[src/rtl/core/sft_pkg.sv]
// ----------------------------------------------------------------------------
// sft_pkg
// Shared types and constants of the serial file transfer receiver.
// ----------------------------------------------------------------------------
package sft_pkg;

    localparam int MAX_DIGITS = 30;
    localparam int SIZE_WIDTH = 24;
    localparam int SYNC_LEN   = 12;
    localparam int DIG_W      = $clog2(MAX_DIGITS);
    localparam int ACC_W      = (SIZE_WIDTH + 1 > 16) ? SIZE_WIDTH + 1 : 16;
    localparam int VAL_W      = 24;
    localparam int KIND_W     = 3;
    localparam int FIFO_DEPTH = 2;

    localparam logic [7:0] SYNC_PAT [SYNC_LEN] = '{
        8'h73, 8'h65, 8'h72, 8'h69, 8'h61, 8'h6c,
        8'h20, 8'h73, 8'h79, 8'h6e, 8'h63, 8'h0a
    };

    localparam logic [7:0] CH_ZERO = 8'h30;
    localparam logic [7:0] CH_ONE  = 8'h31;
    localparam logic [7:0] CH_LF   = 8'h0a;

    localparam logic [KIND_W-1:0] K_SYNC   = 3'd0;
    localparam logic [KIND_W-1:0] K_MODE   = 3'd1;
    localparam logic [KIND_W-1:0] K_HEADER = 3'd2;
    localparam logic [KIND_W-1:0] K_BYTE   = 3'd3;
    localparam logic [KIND_W-1:0] K_OK     = 3'd4;
    localparam logic [KIND_W-1:0] K_ERROR  = 3'd5;

    localparam logic [VAL_W-1:0] E_MODE   = 24'd1;
    localparam logic [VAL_W-1:0] E_DIGITS = 24'd2;
    localparam logic [VAL_W-1:0] E_SIZE   = 24'd3;
    localparam logic [VAL_W-1:0] E_HEX    = 24'd4;
    localparam logic [VAL_W-1:0] E_LF     = 24'd5;
    localparam logic [VAL_W-1:0] E_SUM    = 24'd6;

    // classified word passed from front to back
    typedef struct packed {
        logic [7:0] rx;
        logic       sync_hit;
        logic       is_digit;
        logic       is_hex;
        logic [3:0] nibble;
    } t_item;

endpackage

[src/rtl/core/sft_front.sv]
// ----------------------------------------------------------------------------
// sft_front
// Keeps the sync window and classifies each received word.
// ----------------------------------------------------------------------------
module sft_front (
    input  logic           i_clk,
    input  logic           i_rst_n,
    input  logic           i_take,
    input  logic [7:0]     i_rx,
    output sft_pkg::t_item o_item
);

    logic [7:0] r_win [sft_pkg::SYNC_LEN];
    logic [7:0] w_next [sft_pkg::SYNC_LEN];
    logic       w_hit;
    logic       w_dig;
    logic       w_lc;
    logic       w_uc;

    always_comb begin
        for (int i = 0; i < sft_pkg::SYNC_LEN - 1; i++) begin
            w_next[i] = r_win[i+1];
        end
        w_next[sft_pkg::SYNC_LEN-1] = i_rx;
        w_hit = 1'b1;
        for (int i = 0; i < sft_pkg::SYNC_LEN; i++) begin
            if (w_next[i] != sft_pkg::SYNC_PAT[i]) begin
                w_hit = 1'b0;
            end
        end
    end

    always_ff @(posedge i_clk) begin
        if (!i_rst_n) begin
            for (int i = 0; i < sft_pkg::SYNC_LEN; i++) begin
                r_win[i] <= 8'h00;
            end
        end else if (i_take) begin
            r_win <= w_next;
        end
    end

    assign w_dig = (i_rx >= 8'h30) && (i_rx <= 8'h39);
    assign w_lc  = (i_rx >= 8'h61) && (i_rx <= 8'h66);
    assign w_uc  = (i_rx >= 8'h41) && (i_rx <= 8'h46);

    assign o_item.rx       = i_rx;
    assign o_item.sync_hit = w_hit;
    assign o_item.is_digit = w_dig;
    assign o_item.is_hex   = w_dig || w_lc || w_uc;
    assign o_item.nibble   = w_dig ? i_rx[3:0] : (i_rx[3:0] + 4'd9);

endmodule

[src/rtl/core/sft_fifo.sv]
// ----------------------------------------------------------------------------
// sft_fifo
// Two-entry queue of classified words between front and back.
// ----------------------------------------------------------------------------
module sft_fifo (
    input  logic           i_clk,
    input  logic           i_rst_n,
    input  logic           i_push,
    input  sft_pkg::t_item i_item,
    input  logic           i_pop,
    output logic           o_full,
    output logic           o_empty,
    output sft_pkg::t_item o_item
);

    localparam int PW = $clog2(sft_pkg::FIFO_DEPTH);

    sft_pkg::t_item r_mem [sft_pkg::FIFO_DEPTH];
    logic [PW-1:0]  r_wp;
    logic [PW-1:0]  r_rp;
    logic [PW:0]    r_cnt;
    logic [PW:0]    n_cnt;

    assign o_full  = (r_cnt == (PW+1)'(sft_pkg::FIFO_DEPTH));
    assign o_empty = (r_cnt == '0);
    assign o_item  = r_mem[r_rp];

    always_comb begin
        n_cnt = r_cnt;
        if (i_push && !i_pop) begin
            n_cnt = r_cnt + 1'b1;
        end else if (!i_push && i_pop) begin
            n_cnt = r_cnt - 1'b1;
        end
    end

    always_ff @(posedge i_clk) begin
        if (i_push) begin
            r_mem[r_wp] <= i_item;
        end
    end

    always_ff @(posedge i_clk) begin
        if (!i_rst_n) begin
            r_wp  <= '0;
            r_rp  <= '0;
            r_cnt <= '0;
        end else begin
            if (i_push) begin
                r_wp <= r_wp + 1'b1;
            end
            if (i_pop) begin
                r_rp <= r_rp + 1'b1;
            end
            r_cnt <= n_cnt;
        end
    end

endmodule

[src/rtl/core/sft_back.sv]
// ----------------------------------------------------------------------------
// sft_back
// Protocol sequencer: sync hunt, header parsing, hex decoding, sum check, result register.
// ----------------------------------------------------------------------------
module sft_back (
    input  logic                         i_clk,
    input  logic                         i_rst_n,
    input  logic                         i_avail,
    input  sft_pkg::t_item               i_item,
    input  logic [sft_pkg::VAL_W-1:0]    i_limit,
    output logic                         o_pop,
    output logic                         o_valid,
    input  logic                         i_ready,
    output logic [sft_pkg::KIND_W-1:0]   o_kind,
    output logic [sft_pkg::VAL_W-1:0]    o_value,
    output logic                         o_file_index,
    output logic                         o_last
);

    localparam logic [3:0] PH_HUNT  = 4'd0;
    localparam logic [3:0] PH_MODE  = 4'd1;
    localparam logic [3:0] PH_CSUM  = 4'd2;
    localparam logic [3:0] PH_SIZE  = 4'd3;
    localparam logic [3:0] PH_HEXHI = 4'd4;
    localparam logic [3:0] PH_HEXLO = 4'd5;
    localparam logic [3:0] PH_LF    = 4'd6;
    localparam logic [3:0] PH_DONE  = 4'd7;
    localparam logic [3:0] PH_ERROR = 4'd8;

    localparam int AW = sft_pkg::ACC_W;
    localparam int PW = sft_pkg::ACC_W + 4;
    localparam int SW = sft_pkg::SIZE_WIDTH;
    localparam logic [PW-1:0] CAP = PW'(1) << SW;

    logic [3:0]                      r_phase, n_phase;
    logic [sft_pkg::DIG_W-1:0]       r_dcnt, n_dcnt;
    logic [AW-1:0]                   r_acc, n_acc;
    logic [15:0]                     r_exp, n_exp;
    logic [15:0]                     r_sum, n_sum;
    logic [SW-1:0]                   r_left, n_left;
    logic [3:0]                      r_hi, n_hi;
    logic                            r_file, n_file;
    logic                            r_valid;
    logic [sft_pkg::KIND_W-1:0]      r_kind;
    logic [sft_pkg::VAL_W-1:0]       r_value;
    logic                            r_fidx;
    logic                            r_last;

    logic                            w_emit;
    logic [sft_pkg::KIND_W-1:0]      w_kind;
    logic [sft_pkg::VAL_W-1:0]       w_value;
    logic                            w_last;
    logic [PW-1:0]                   w_prod;
    logic [7:0]                      w_byte;
    logic [SW-1:0]                   w_left_dec;

    assign o_pop        = i_avail && (!r_valid || i_ready);
    assign o_valid      = r_valid;
    assign o_kind       = r_kind;
    assign o_value      = r_value;
    assign o_file_index = r_fidx;
    assign o_last       = r_last;

    assign w_prod     = (PW'(r_acc) << 3) + (PW'(r_acc) << 1) + PW'(i_item.rx[3:0]);
    assign w_byte     = {r_hi, i_item.nibble};
    assign w_left_dec = r_left - 1'b1;

    always_comb begin
        n_phase = r_phase;
        n_dcnt  = r_dcnt;
        n_acc   = r_acc;
        n_exp   = r_exp;
        n_sum   = r_sum;
        n_left  = r_left;
        n_hi    = r_hi;
        n_file  = r_file;
        w_emit  = 1'b0;
        w_kind  = sft_pkg::K_SYNC;
        w_value = '0;
        w_last  = 1'b0;
        unique case (r_phase)
            PH_HUNT: begin
                if (i_item.sync_hit) begin
                    w_emit  = 1'b1;
                    n_phase = PH_MODE;
                end
            end
            PH_MODE: begin
                w_emit = 1'b1;
                if (i_item.rx == sft_pkg::CH_ZERO || i_item.rx == sft_pkg::CH_ONE) begin
                    w_kind  = sft_pkg::K_MODE;
                    w_value = sft_pkg::VAL_W'(i_item.rx[0]);
                    n_phase = PH_CSUM;
                    n_dcnt  = '0;
                    n_acc   = '0;
                end else begin
                    w_kind  = sft_pkg::K_ERROR;
                    w_value = sft_pkg::E_MODE;
                    n_phase = PH_ERROR;
                end
            end
            PH_CSUM, PH_SIZE: begin
                if (i_item.is_digit) begin
                    if (r_dcnt >= sft_pkg::DIG_W'(sft_pkg::MAX_DIGITS - 1)) begin
                        w_emit  = 1'b1;
                        w_kind  = sft_pkg::K_ERROR;
                        w_value = sft_pkg::E_DIGITS;
                        n_phase = PH_ERROR;
                    end else begin
                        n_dcnt = r_dcnt + 1'b1;
                        if (r_phase == PH_CSUM) begin
                            n_acc = AW'(w_prod[15:0]);
                        end else if (w_prod > CAP) begin
                            n_acc = AW'(CAP);
                        end else begin
                            n_acc = AW'(w_prod);
                        end
                    end
                end else if (r_phase == PH_CSUM) begin
                    n_exp   = r_acc[15:0];
                    n_phase = PH_SIZE;
                    n_dcnt  = '0;
                    n_acc   = '0;
                end else if (r_acc > AW'(i_limit)) begin
                    w_emit  = 1'b1;
                    w_kind  = sft_pkg::K_ERROR;
                    w_value = sft_pkg::E_SIZE;
                    n_phase = PH_ERROR;
                end else begin
                    w_emit  = 1'b1;
                    w_kind  = sft_pkg::K_HEADER;
                    w_value = sft_pkg::VAL_W'(r_acc);
                    n_left  = SW'(r_acc);
                    n_sum   = '0;
                    if (r_acc == '0) begin
                        if (!r_file) begin
                            n_file  = 1'b1;
                            n_phase = PH_CSUM;
                            n_dcnt  = '0;
                            n_acc   = '0;
                        end else begin
                            n_phase = PH_DONE;
                        end
                    end else begin
                        n_phase = PH_HEXHI;
                    end
                end
            end
            PH_HEXHI: begin
                if (i_item.is_hex) begin
                    n_hi    = i_item.nibble;
                    n_phase = PH_HEXLO;
                end else begin
                    w_emit  = 1'b1;
                    w_kind  = sft_pkg::K_ERROR;
                    w_value = sft_pkg::E_HEX;
                    n_phase = PH_ERROR;
                end
            end
            PH_HEXLO: begin
                w_emit = 1'b1;
                if (i_item.is_hex) begin
                    w_kind  = sft_pkg::K_BYTE;
                    w_value = sft_pkg::VAL_W'(w_byte);
                    w_last  = (w_left_dec == '0);
                    n_sum   = r_sum + 16'(w_byte);
                    n_left  = w_left_dec;
                    n_phase = PH_LF;
                end else begin
                    w_kind  = sft_pkg::K_ERROR;
                    w_value = sft_pkg::E_HEX;
                    n_phase = PH_ERROR;
                end
            end
            PH_LF: begin
                if (i_item.rx != sft_pkg::CH_LF) begin
                    w_emit  = 1'b1;
                    w_kind  = sft_pkg::K_ERROR;
                    w_value = sft_pkg::E_LF;
                    n_phase = PH_ERROR;
                end else if (r_left != '0) begin
                    n_phase = PH_HEXHI;
                end else if (r_sum != r_exp) begin
                    w_emit  = 1'b1;
                    w_kind  = sft_pkg::K_ERROR;
                    w_value = sft_pkg::E_SUM;
                    n_phase = PH_ERROR;
                end else begin
                    w_emit  = 1'b1;
                    w_kind  = sft_pkg::K_OK;
                    w_value = sft_pkg::VAL_W'(r_sum);
                    if (!r_file) begin
                        n_file  = 1'b1;
                        n_phase = PH_CSUM;
                        n_dcnt  = '0;
                        n_acc   = '0;
                    end else begin
                        n_phase = PH_DONE;
                    end
                end
            end
            default: begin
            end
        endcase
    end

    always_ff @(posedge i_clk) begin
        if (!i_rst_n) begin
            r_phase <= PH_HUNT;
            r_dcnt  <= '0;
            r_acc   <= '0;
            r_exp   <= '0;
            r_sum   <= '0;
            r_left  <= '0;
            r_hi    <= '0;
            r_file  <= 1'b0;
            r_valid <= 1'b0;
        end else begin
            if (o_pop) begin
                r_phase <= n_phase;
                r_dcnt  <= n_dcnt;
                r_acc   <= n_acc;
                r_exp   <= n_exp;
                r_sum   <= n_sum;
                r_left  <= n_left;
                r_hi    <= n_hi;
                r_file  <= n_file;
                r_valid <= w_emit;
            end else if (i_ready) begin
                r_valid <= 1'b0;
            end
        end
    end

    always_ff @(posedge i_clk) begin
        if (o_pop && w_emit) begin
            r_kind  <= w_kind;
            r_value <= w_value;
            r_fidx  <= r_file;
            r_last  <= w_last;
        end
    end

endmodule

[src/rtl/core/serial_file_transfer_receiver.sv]
// ----------------------------------------------------------------------------
// serial_file_transfer_receiver
// A word's result passes through the queue and the result register before reaching the outputs.
// Throughput: the sequencer retires one queued word per cycle while no result waits on i_ready.
// Input side stalls only when the two-entry queue is full.
// Reset (synchronous, active low) clears window, sequencer, queue and sets size_limit to all ones.
// ----------------------------------------------------------------------------
module serial_file_transfer_receiver (
    input  logic        i_clk,
    input  logic        i_rst_n,
    input  logic        i_valid,
    output logic        o_ready,
    input  logic [7:0]  i_rx_byte,
    output logic        o_valid,
    input  logic        i_ready,
    output logic [2:0]  o_kind,
    output logic [23:0] o_value,
    output logic        o_file_index,
    output logic        o_last,
    input  logic        psel,
    input  logic        penable,
    input  logic        pwrite,
    input  logic [2:0]  paddr,
    input  logic [31:0] pwdata,
    output logic [31:0] prdata,
    output logic        pready
);

    logic [sft_pkg::VAL_W-1:0] r_limit;
    logic                      w_take;
    logic                      w_full;
    logic                      w_empty;
    logic                      w_pop;
    sft_pkg::t_item            w_fitem;
    sft_pkg::t_item            w_bitem;

    assign pready  = 1'b1;
    assign prdata  = (paddr[2] == 1'b0) ? 32'(r_limit) : 32'h0;
    assign o_ready = !w_full;
    assign w_take  = i_valid && !w_full;

    always_ff @(posedge i_clk) begin
        if (!i_rst_n) begin
            r_limit <= '1;
        end else if (psel && penable && pwrite && (paddr[2] == 1'b0)) begin
            r_limit <= pwdata[sft_pkg::VAL_W-1:0];
        end
    end

    sft_front u_front (
        .i_clk   (i_clk),
        .i_rst_n (i_rst_n),
        .i_take  (w_take),
        .i_rx    (i_rx_byte),
        .o_item  (w_fitem)
    );

    sft_fifo u_fifo (
        .i_clk   (i_clk),
        .i_rst_n (i_rst_n),
        .i_push  (w_take),
        .i_item  (w_fitem),
        .i_pop   (w_pop),
        .o_full  (w_full),
        .o_empty (w_empty),
        .o_item  (w_bitem)
    );

    sft_back u_back (
        .i_clk        (i_clk),
        .i_rst_n      (i_rst_n),
        .i_avail      (!w_empty),
        .i_item       (w_bitem),
        .i_limit      (r_limit),
        .o_pop        (w_pop),
        .o_valid      (o_valid),
        .i_ready      (i_ready),
        .o_kind       (o_kind),
        .o_value      (o_value),
        .o_file_index (o_file_index),
        .o_last       (o_last)
    );

`ifndef SYNTHESIS
    a_err_final: assert property (@(posedge i_clk) disable iff (!i_rst_n)
        (o_valid && i_ready && o_kind == sft_pkg::K_ERROR) |=> !o_valid)
        else $error("result after error");
    a_last_byte: assert property (@(posedge i_clk) disable iff (!i_rst_n)
        (o_valid && o_last) |-> (o_kind == sft_pkg::K_BYTE))
        else $error("last flag on non-byte result");
    a_byte_range: assert property (@(posedge i_clk) disable iff (!i_rst_n)
        (o_valid && o_kind == sft_pkg::K_BYTE) |-> (o_value[23:8] == 16'h0))
        else $error("payload byte out of range");
    a_no_pop_empty: assert property (@(posedge i_clk) disable iff (!i_rst_n)
        w_pop |-> !w_empty)
        else $error("queue read while empty");
`endif

endmodule
[config.mk]
export PLATFORM = sky130hd
export DESIGN_NAME = serial_file_transfer_receiver
export DESIGN_NICKNAME = d
export VERILOG_FILES = /design/src/rtl/core/sft_pkg.sv /design/src/rtl/core/sft_front.sv /design/src/rtl/core/sft_fifo.sv /design/src/rtl/core/sft_back.sv /design/src/rtl/core/serial_file_transfer_receiver.sv
export SDC_FILE = /design/constraint.sdc
export NUM_CORES = 1
export LEC_CHECK = 0
export ABC_CLOCK_PERIOD_IN_PS = 5550
export BUFFER_PORTS_ARGS = -buffer_cell sky130_fd_sc_hd__buf_2
export CAP_MARGIN = 20
export CORE_MARGIN = 2
export CORE_UTILIZATION = 50
export DETAILED_ROUTE_END_ITERATION = 8
export HOLD_SLACK_MARGIN = 0.03
export PLACE_DENSITY = 0.71
export SLEW_MARGIN = 40
export SYNTH_ARGS = -nofsm -noshare
export SYNTH_HDL_FRONTEND = slang
export SYNTH_HIERARCHICAL = 1
export SYNTH_SLANG_ARGS = --single-unit
[constraint.sdc]
create_clock -name i_clk -period 5.55 [get_ports i_clk]
set_clock_uncertainty 0.05 [all_clocks]
set_input_delay 0.2775 -clock i_clk [delete_from_list [all_inputs] [get_ports i_clk]]
set_output_delay 0.2775 -clock i_clk [all_outputs]
set_load 0.005 [all_outputs]
==> flow_summary.ini, run 1 <==
[status]
status = completed

[critical_path]
crit_path_end_kind = register
crit_top_cell = fa_1
critPathLaunchType = register
required_ps = 5950
slowest_delay_ps = 560
slowest_stage = or4_1
crit_fanout = 15
crit_buf_inv = 2
path_cells = buf_4 -> mux2_2 -> inv_1 -> fa_1 -> fa_1 -> nand2b_1 -> a21o_1 -> a2111o_1 -> a31oi_1 -> mux2i_1 -> nand3_1 -> or4_1 -> o21ba_1 -> o32ai_1
cp_top_family = compound AO/OA/AOI/OAI gates
cp.arrival_ps = 4890
r2r_setup_slack_ps = 1050
crit_type = register to register
r2r-end = u_back/r_acc[21]$_SDFFE_PN0P_
reg2reg_depth = 14

[synthesis]
ys_types = 94
yosysTopAreaCell = dfxtp_1
seq_area_frac_synth = 0.383
syn_avg_cell_area_um2 = 9.02
synth_ff_type = dfxtp_1
ys_warn_count = 6
async_reset_ff_frac = 0
synth.area.top_cells = dfxtp_1 27%, edfxtp_1 11%, mux2i_1 7.5%
synthCells = 1748
synth_top_area_frac = 0.271
synth_area_um2 = 15800
synth-edff-count = 59
synth_seq_cells = 272

[global_routing]
grt_pass1_wl_um = 63100
grt_pass1_vias = 12500
grt_max_degree = 118
grt_usage = 0.232
antenna_found_initial = 0
grt-ovfl-total = 0

[routing]
drtPass1Iterations = 5
drt_iter0_drc = 1175
avgRoutedWirePerCell_um = 17.4
vias_per_cell = 5.78
num_vias = 13000
postRouteAntennaNets = 0
drc = 0
routed_wl_um = 39000

[clock_network]
clkSinkCount = 272
clockRootBuffer = clkbuf_16
clkLatencyLatePin_ps = 550
cts_tree = built
ctsHtreeMaxLevel = 1
cts_setup_buffers = 0
postCtsHoldBufs = 32
post_cts_resized = 0
cts_max_path_buffers = 3
cts-buffers-inserted = 29
clk_pin_slew_worst_paths_ps = 60

[timing]
setup_viol = 0
worst_slew_pin_slew_ps = 821
period_needed_ps = 4500
timing.final.ws_setup_ps = 1050
period_share = 0.810
relSlewSlack = 0.449
final_hold_viol_count = 0
finalSetupTns_ps = 0
fmax_ghz = 0.222
rsz0062_at_grt = false
slew_violations = 0

[layout]
synthToLayoutAreaGrowth_pct = 11.8
layout_common_cells = 213 x dfxtp_1, 186 x nand2_1, 169 x nor2b_1
finalCoreUtilization = 0.563
drive_gt1_frac = 0.116
nNetsFinal = 1964
final_common_cell = dfxtp_1
stdcell_count = 2244
num_antenna_cells = 0

[placement]
detailed_place_hpwl_um = 27000
portBuffers = 94
placedCellCount = 2160
gp_congestion = 0.905
pre_cts_ws_ps = 1110

[die]
die_h_um = 182
die_x_um = 182
start_util = 0.503
dieArea_um2 = 33000
pin_count = 114
core_um2 = 31300
num_rows = 65

[min_path]
hold_path.class = input port to register
hp-start = i_ready
whs_endpoint = u_back/o_valid$_SDFFE_PN0P_
worstHoldPathCells = 4

[job]
cap_viol_max_count = 0

[pwr]
powerDensity_nw_per_um2 = 281
peakVddDrop_v = 0.000269
leakagePower_nw = 7.30
==> power breakdown <==
part | switching [mW] | leakage [nW] | total [mW] | internal (mW)
registers | 0.0497 | 2.28 | 2.23 | 2.19
clock network | 0.784 | 0.458 | 1.95 | 1.17
logic | 0.447 | 4.56 | 0.756 | 0.310
total | 1.28 | 7.30 | 4.94 | 3.66
==> logic make-up after synthesis <==
group                    synth area share
AND/OR/NAND/NOR                     0.227
AO/OA/AOI/OAI                       0.142
flip-flops                          0.383
buffers and inverters              0.0535
multiplexers                       0.0866
adder cells (fa/ha/maj)            0.0753
XOR/XNOR                           0.0328
other                            0.000477
==> registers in the layout, summed over array words and instances (netlist names), named ones only <==
signal and count:
u_back/o_file_index 1, u_back/r_hi 4, u_back/o_last 1, u_back/r_file 1, u_back/o_value 24, u_back/r_sum 16
r_limit 24, u_fifo/r_rp 1, u_back/r_exp 16, u_back/o_valid 1, u_back/r_phase 4, u_front/r_win 88
u_back/r_dcnt 5, u_back/r_left 24, u_fifo/r_mem 30, u_fifo/r_wp 1, u_back/o_kind 3, u_back/r_acc 25
u_fifo/r_cnt 2
==> worst max-delay path by stage <==
stage	from	to	slack [ps]	cells past startpoint
after global placement	register	u_back/r_acc[21]$_SDFFE_PN0P_	1160	14
after CTS	register	u_back/r_acc[21]$_SDFFE_PN0P_	1070	14
after detailed placement	register	u_back/r_acc[21]$_SDFFE_PN0P_	1110	14
after floorplan	register	u_back/r_acc[21]$_SDFFE_PN0P_	1410	15
final	register	u_back/r_acc[21]$_SDFFE_PN0P_	1050	14
after global routing	register	u_back/r_acc[21]$_SDFFE_PN0P_	790	14
==> tightest hold or removal path: stages <==
cell and delay, ps:
buf_2 70, inv_1 70, a21oi_1 150, nor2_1 40
==> Yosys cell counts (all sizes together) (11+ instances only) <==
cell	number
nand4	33
xnor2	39
o21ai	57
nor3	33
nand2	187
o31ai	11
nor2b	170
ha	90
nand3	34
a21oi	120
nor4	14
xor2	20
inv	64
buf	49
edfxtp	59
mux2	16
nor4b	12
a211oi	14
a21o	17
mux2i	118
o32ai	12
nor2	101
a31oi	30
dfxtp	213
or3	11
clkbuf	62
and2	20
==> metal layers <==
layer | part of all wire | global-route usage
met3 | 0.046 | 0.0265
met2 | 0.46 | 0.388
met4 | 0.036 | 0.0842
met5 | 0 | 0
met1 | 0.45 | 0.310
==> through the flow <==
step | area (µm²) | power (mW) | hold slack [ps]
finish | 17600 | 4.94 | 69.9
global route | 17600 | 5.15 | 80.8
CTS | 17600 | 4.98 | 56.9
detailed placement | 16300 | 3.01 | 417
global placement | 16300 | 2.99 | 405
floorplan | 15800 | 2.78 | 345
==> area by class of cell <==
cell class | instances | area [µm²]
repair buffers | 146 | 958
well taps | 402 | 503
inverters | 64 | 240
multi-input cells | 1308 | 8940
fillers | 2770 | 13700
flip-flops and latches | 272 | 6040
clock inverters | 12 | 163
clock buffers | 40 | 787
Power figures use the tool's default switching activity.
==> inputs of run 2 (changes only) <==
ABC_AREA = 1   (was not set)
ABC_CLOCK_PERIOD_IN_PS = 4100   (was 5550)
PLACE_DENSITY = 0.74   (was 0.71)
clock period = 4.1 ns   (was 5.55 ns; I/O delays follow)
==> flow_summary.ini, run 2 <==
[routing]
drc = 0
routed_wl_um = 45900
avgRoutedWirePerCell_um = 15.3
num_vias = 16000
postRouteAntennaNets = 0
drt_iter0_drc = 1156
vias_per_cell = 5.33
drtPass1Iterations = 6

[layout]
num_antenna_cells = 0
multi_input_area_um2 = 9070
final_common_cell = nand2_1
regArea_um2 = 6040
num-fill-cells = 3177
reg_top3 = u_front/r_win (88), u_fifo/r_mem (30), u_back/r_acc (25)
synthToLayoutAreaGrowth_pct = 11.5
drive_gt1_frac = 0.108
nNetsFinal = 2676
regMostFlops = u_front/r_win
layout_common_cells = 551 x nand2_1, 335 x nor2_1, 306 x inv_1
stdcell_count = 3003
largest_register_ffs = 88

[global_routing]
grt_pass1_vias = 15000
grt-ovfl-total = 0
grt_pass1_wl_um = 74000
grt_usage = 0.253
grt_max_degree = 64
antenna_found_initial = 1

[synthesis]
netlist_top_cells_count = 551 x nand2_1, 337 x nor2_1, 306 x inv_1
synth_top_area_frac = 0.251
yosysTopAreaCell = dfxtp_1
synth.area.top_cells = dfxtp_1 25%, nand2_1 12%, edfxtp_1 10%
synth-edff-count = 59
synth_seq_cells = 272
yosysMostFrequentCell = nand2_1
ys_types = 59
synth_ff_type = dfxtp_1
async_reset_ff_frac = 0
seq_area_frac_synth = 0.355
ys_warn_count = 6
synthCells = 2452
syn_avg_cell_area_um2 = 6.93
synth_area_um2 = 17000

[die]
die_h_um = 188
num_rows = 67
dieArea_um2 = 35500
pin_count = 114
core_um2 = 33500
start_util = 0.507
die_x_um = 188

[clock_network]
clockRootBuffer = clkbuf_16
cts-buffers-inserted = 30
cts_tree = built
ctsHtreeMaxLevel = 1
clkLatencyLatePin_ps = 570
clkSinkCount = 272
cts_max_path_buffers = 3
clk_pin_slew_worst_paths_ps = 60

[critical_path]
crit_path_end_kind = register
cp.arrival_ps = 4210
required_ps = 4530
critPathLaunchType = register
crit_top_cell = nand2_1
crit_fanout = 12
cp_top_family = simple AND/OR/NAND/NOR gates
crit_buf_inv = 3
slowest_delay_ps = 500
crit_type = register to register
path_cells = mux2_4 -> inv_1 -> fa_1 -> fa_1 -> inv_1 -> nand3_1 -> nand2_2 -> nand2_1 -> nand2_1 -> nand2_1 -> nand4_1 -> nand2_1 -> nor2_1 -> nand2_1 -> nor2_1 -> nand3_2 -> nand3_4 -> buf_12 -> nand2_1 -> nand2_1 -> nand2_1 -> a21oi_1
slowest_stage = fa_1

[timing]
period_share = 0.921
hold_slack_ps = 63.4
slew_violations = 0
setup_viol = 0
fmax_ghz = 0.265
relSlewSlack = 0.453
timing.final.ws_setup_ps = 324
worst_slew_pin_slew_ps = 819
rsz0062_at_grt = false
period_needed_ps = 3780
final_hold_viol_count = 0
finalSetupTns_ps = 0

[placement]
placedCellCount = 2914
portBuffers = 94
pre_cts_ws_ps = 310
gp_congestion = 0.934
detailed_place_hpwl_um = 32400

[pwr]
finalPower_mw = 9.51
leakagePower_nw = 9.07
peakVddDrop_v = 0.000452
powerDensity_nw_per_um2 = 502

[min_path]
hold_path.class = input port to register

[job]
cap_viol_max_count = 0

[status]
status = completed
==> run 2: changes by cell type in the layout (fill, tap and decap cells not counted), sizes merged, moves of 17 or more <==
cell | previous run | this run
nand3 | 34 | 125
nand2 | 187 | 576
inv | 64 | 323
mux2i | 118 | 0
o21ai | 57 | 203
and2 | 20 | 3
a31oi | 30 | 5
xnor2 | 39 | 18
a21o | 17 | 0
nor2 | 101 | 355
nor2b | 170 | 0
a21oi | 120 | 185
==> run 2: path summary, 6_finish.rpt <==
check | startpoint | end | slack [ps] | cells past startpoint
worst min register to register | u_front/r_win[9]$_SDFFE_PN0P_ | u_front/r_win[17]$_SDFFE_PN0P_ | 420 | 2
worst max register to register | register | u_back/r_acc[2]$_SDFFE_PN0P_ | 320 | 22
worst min-delay path | i_valid | u_front/r_win[6]$_SDFFE_PN0P_ | 60 | 4
worst max-delay path | register | u_back/r_acc[2]$_SDFFE_PN0P_ | 320 | 22
==> run 2: logic make-up (layout without fill, tap and decap cells) <==
kind of cell / count (synthesis) / after routing / synth area share
simple gates: 1152 / 1152 / 0.289
buf+inv: 440 / 536 / 0.113
compound gates: 433 / 433 / 0.137
flops: 272 / 272 / 0.355
fa+ha+maj: 93 / 93 / 0.0698
xor+xnor: 45 / 45 / 0.0232
mux: 15 / 15 / 0.0122
other cells: 2 / 9 / 0.000442
==> run 2: layout make-up <==
| class | instances | area share |
|---|---|---|
| clock buffer | 36 | 0.0425 |
| tap | 448 | 0.0296 |
| timing repair buffer | 153 | 0.0533 |
| inverter | 329 | 0.0654 |
| multi-input combinational | 1747 | 0.479 |
| clock inverter | 18 | 0.0122 |
| sequential | 272 | 0.319 |
==> run 2: per-layer routing <==
metal / vias up / share of wire / wire length, µm / track usage
li1: 8068 / - / - / -
met5: - / 0.00028 / 13 / 0
met3: 86 / 0.061 / 2820 / 0.0345
met2: 441 / 0.47 / 21400 / 0.429
met1: 7420 / 0.44 / 20300 / 0.336
met4: 2 / 0.028 / 1290 / 0.0784
==> run 2: what timing repair did <==
action | CTS | global route
gates resized for setup | 0 | 1
setup buffers | 0 | 2
endpoints found under the setup margin | 0 | 16
hold endpoints to repair | 51 | 0
hold buffers | 33 | 0
==> run 2: power by group <==
group          leakage, nW  total, mW  internal, mW  switching (mW)
clock                0.509       2.84          1.71            1.13
combinational         6.27       3.07          1.11            1.96
sequential            2.29       3.59          3.19           0.398
==> run 2: worst register-to-register path: stages (launching register included) <==
cell	delay (ps)
dfxtp_2	390
mux2_4	320
inv_1	140
fa_1	470
fa_1	500
inv_1	100
nand3_1	100
nand2_2	160
nand2_1	80
nand2_1	130
nand2_1	100
nand4_1	110
nand2_1	60
nor2_1	100
nand2_1	100
nor2_1	130
nand3_2	100
nand3_4	120
buf_12	160
nand2_1	60
nand2_1	50
nand2_1	40
a21oi_1	140
==> run 2: per-stage QoR <==
step | instance area (µm²) | utilization
2_1_floorplan | 17000 | -
3_3_place_gp | 17600 | 0.524
3_5_place_dp | 17600 | 0.524
4_1_cts | 18900 | 0.564
5_1_grt | 19000 | 0.565
6_report | 19000 | 0.565
==> inputs of run 3 (changes only) <==
ABC_AREA = not set   (was 1)
==> flow_summary.ini, run 3 (synthesis gave the netlist of run 1 again) <==
[status]
status = completed

[clock_network]
cts-buffers-inserted = 30
cts_max_path_buffers = 3
ctsHtreeMaxLevel = 1
cts_tree = built
clockRootBuffer = clkbuf_16
clkSinkCount = 272
clkLatencyLatePin_ps = 590
clk_pin_slew_worst_paths_ps = 60

[timing]
period_share = 0.996
finalSetupTns_ps = 0
hold_slack_ps = 122
rsz0062_at_grt = true
final_hold_viol_count = 0
timing.final.ws_setup_ps = 16.1
slew_violations = 0
relSlewSlack = 0.450
setup_viol = 0
fmax_ghz = 0.245
period_needed_ps = 4080
worst_slew_pin_slew_ps = 819

[routing]
vias_per_cell = 5.83
num_vias = 13300
postRouteAntennaNets = 0
drc = 0
routed_wl_um = 40600
drt_iter0_drc = 1093
drtPass1Iterations = 6
avgRoutedWirePerCell_um = 17.8

[die]
num_rows = 65
core_um2 = 31300
pin_count = 114
dieArea_um2 = 33000
die_x_um = 182
start_util = 0.503
die_h_um = 182

[min_path]
worstHoldPathCells = 2
hold_path.class = input port to register
hp-start = i_rst_n
whs_endpoint = u_fifo/r_wp$_SDFFE_PN0P_

[critical_path]
crit_buf_inv = 1
slowest_stage = or4_4
crit_fanout = 3
required_ps = 4510
crit_type = register to register
cp_top_family = compound AO/OA/AOI/OAI gates
r2r-end = u_back/r_acc[21]$_SDFFE_PN0P_
path_cells = mux2_4 -> inv_2 -> fa_1 -> fa_2 -> nand2b_4 -> a21o_1 -> a2111o_1 -> a31oi_4 -> mux2i_1 -> nand3_1 -> or4_4 -> o21ba_4 -> o32ai_2
slowest_delay_ps = 530
r2r_setup_slack_ps = 20
critPathLaunchType = register
cp.arrival_ps = 4500
crit_path_end_kind = register
cp.depth = 13
reg2reg_depth = 13

[placement]
detailed_place_hpwl_um = 28500
placedCellCount = 2185
placed_area_um2 = 16500
pre_cts_ws_ps = -33.0
gp_congestion = 0.943
portBuffers = 94

[global_routing]
antenna_found_initial = 0
grt_max_degree = 119
grt-ovfl-total = 0
grt_usage = 0.240
grt_util_met2 = 0.399
met1_usage = 0.314
grt_pass1_wl_um = 65200
grt_pass1_vias = 12700
met3_usage = 0.0325
grt_busiest_layer = met2

[pwr]
leakagePower_nw = 7.50
peakVddDrop_v = 0.000367
powerDensity_nw_per_um2 = 382
finalPower_mw = 6.89

[layout]
fin_area_um2 = 18100
finalCoreUtilization = 0.577
stdcell_count = 2280
reg_top3 = u_front/r_win (88), u_fifo/r_mem (30), u_back/r_acc (25)
nNetsFinal = 1996
largest_register_ffs = 88
synthToLayoutAreaGrowth_pct = 14.6
final_common_cell = dfxtp_1
regMostFlops = u_front/r_win
layout_common_cells = 212 x dfxtp_1, 186 x nand2_1, 169 x nor2b_1
drive_gt1_frac = 0.142

[job]
cap_viol_max_count = 0
[run 3: where the power goes]
group | switching [mW] | internal [mW] | leakage (nW)
combinational | 0.603 | 0.444 | 4.73
sequential | 0.0896 | 2.96 | 2.28
clock | 1.16 | 1.64 | 0.496
total | 1.85 | 5.04 | 7.50
[run 3: worst max-delay path by stage]
stage               slack [ps]                    startpoint                             to
finish                      20                      register  u_back/r_acc[21]$_SDFFE_PN0P_
global route               -90                      register  u_back/r_acc[21]$_SDFFE_PN0P_
CTS                          3  u_fifo/r_mem[0][9]$_DFFE_PP_  u_back/r_acc[21]$_SDFFE_PN0P_
detailed placement         -30                      register  u_back/r_acc[21]$_SDFFE_PN0P_
global placement            50                      register  u_back/r_acc[21]$_SDFFE_PN0P_
floorplan                   20                      register  u_back/r_acc[21]$_SDFFE_PN0P_
[run 3: area by class of cell]
type | count | area, µm²
Fill cell | 2662 | 13300
Multi-Input combinational cell | 1308 | 9030
Antenna cell | 1 | 2.50
Clock buffer | 39 | 836
Timing Repair Buffer | 177 | 1210
Inverter | 64 | 240
Tap cell | 402 | 503
Sequential cell | 272 | 6040
Clock inverter | 17 | 200
[run 3: layer usage]
layer	up-vias	wire length (µm)
li1	6412	-
met2	457	18800
met3	105	2460
met5	-	0
met1	6313	17600
met4	0	1700
[run 3: what timing repair did]
item	4_1_cts	5_1_grt
gates resized for setup	6	18
gates cloned	0	0
setup endpoints to repair	2	4
hold buffers	33	0
buffers inserted	0	5
endpoints found under the hold margin	55	0
pin swaps	4	11
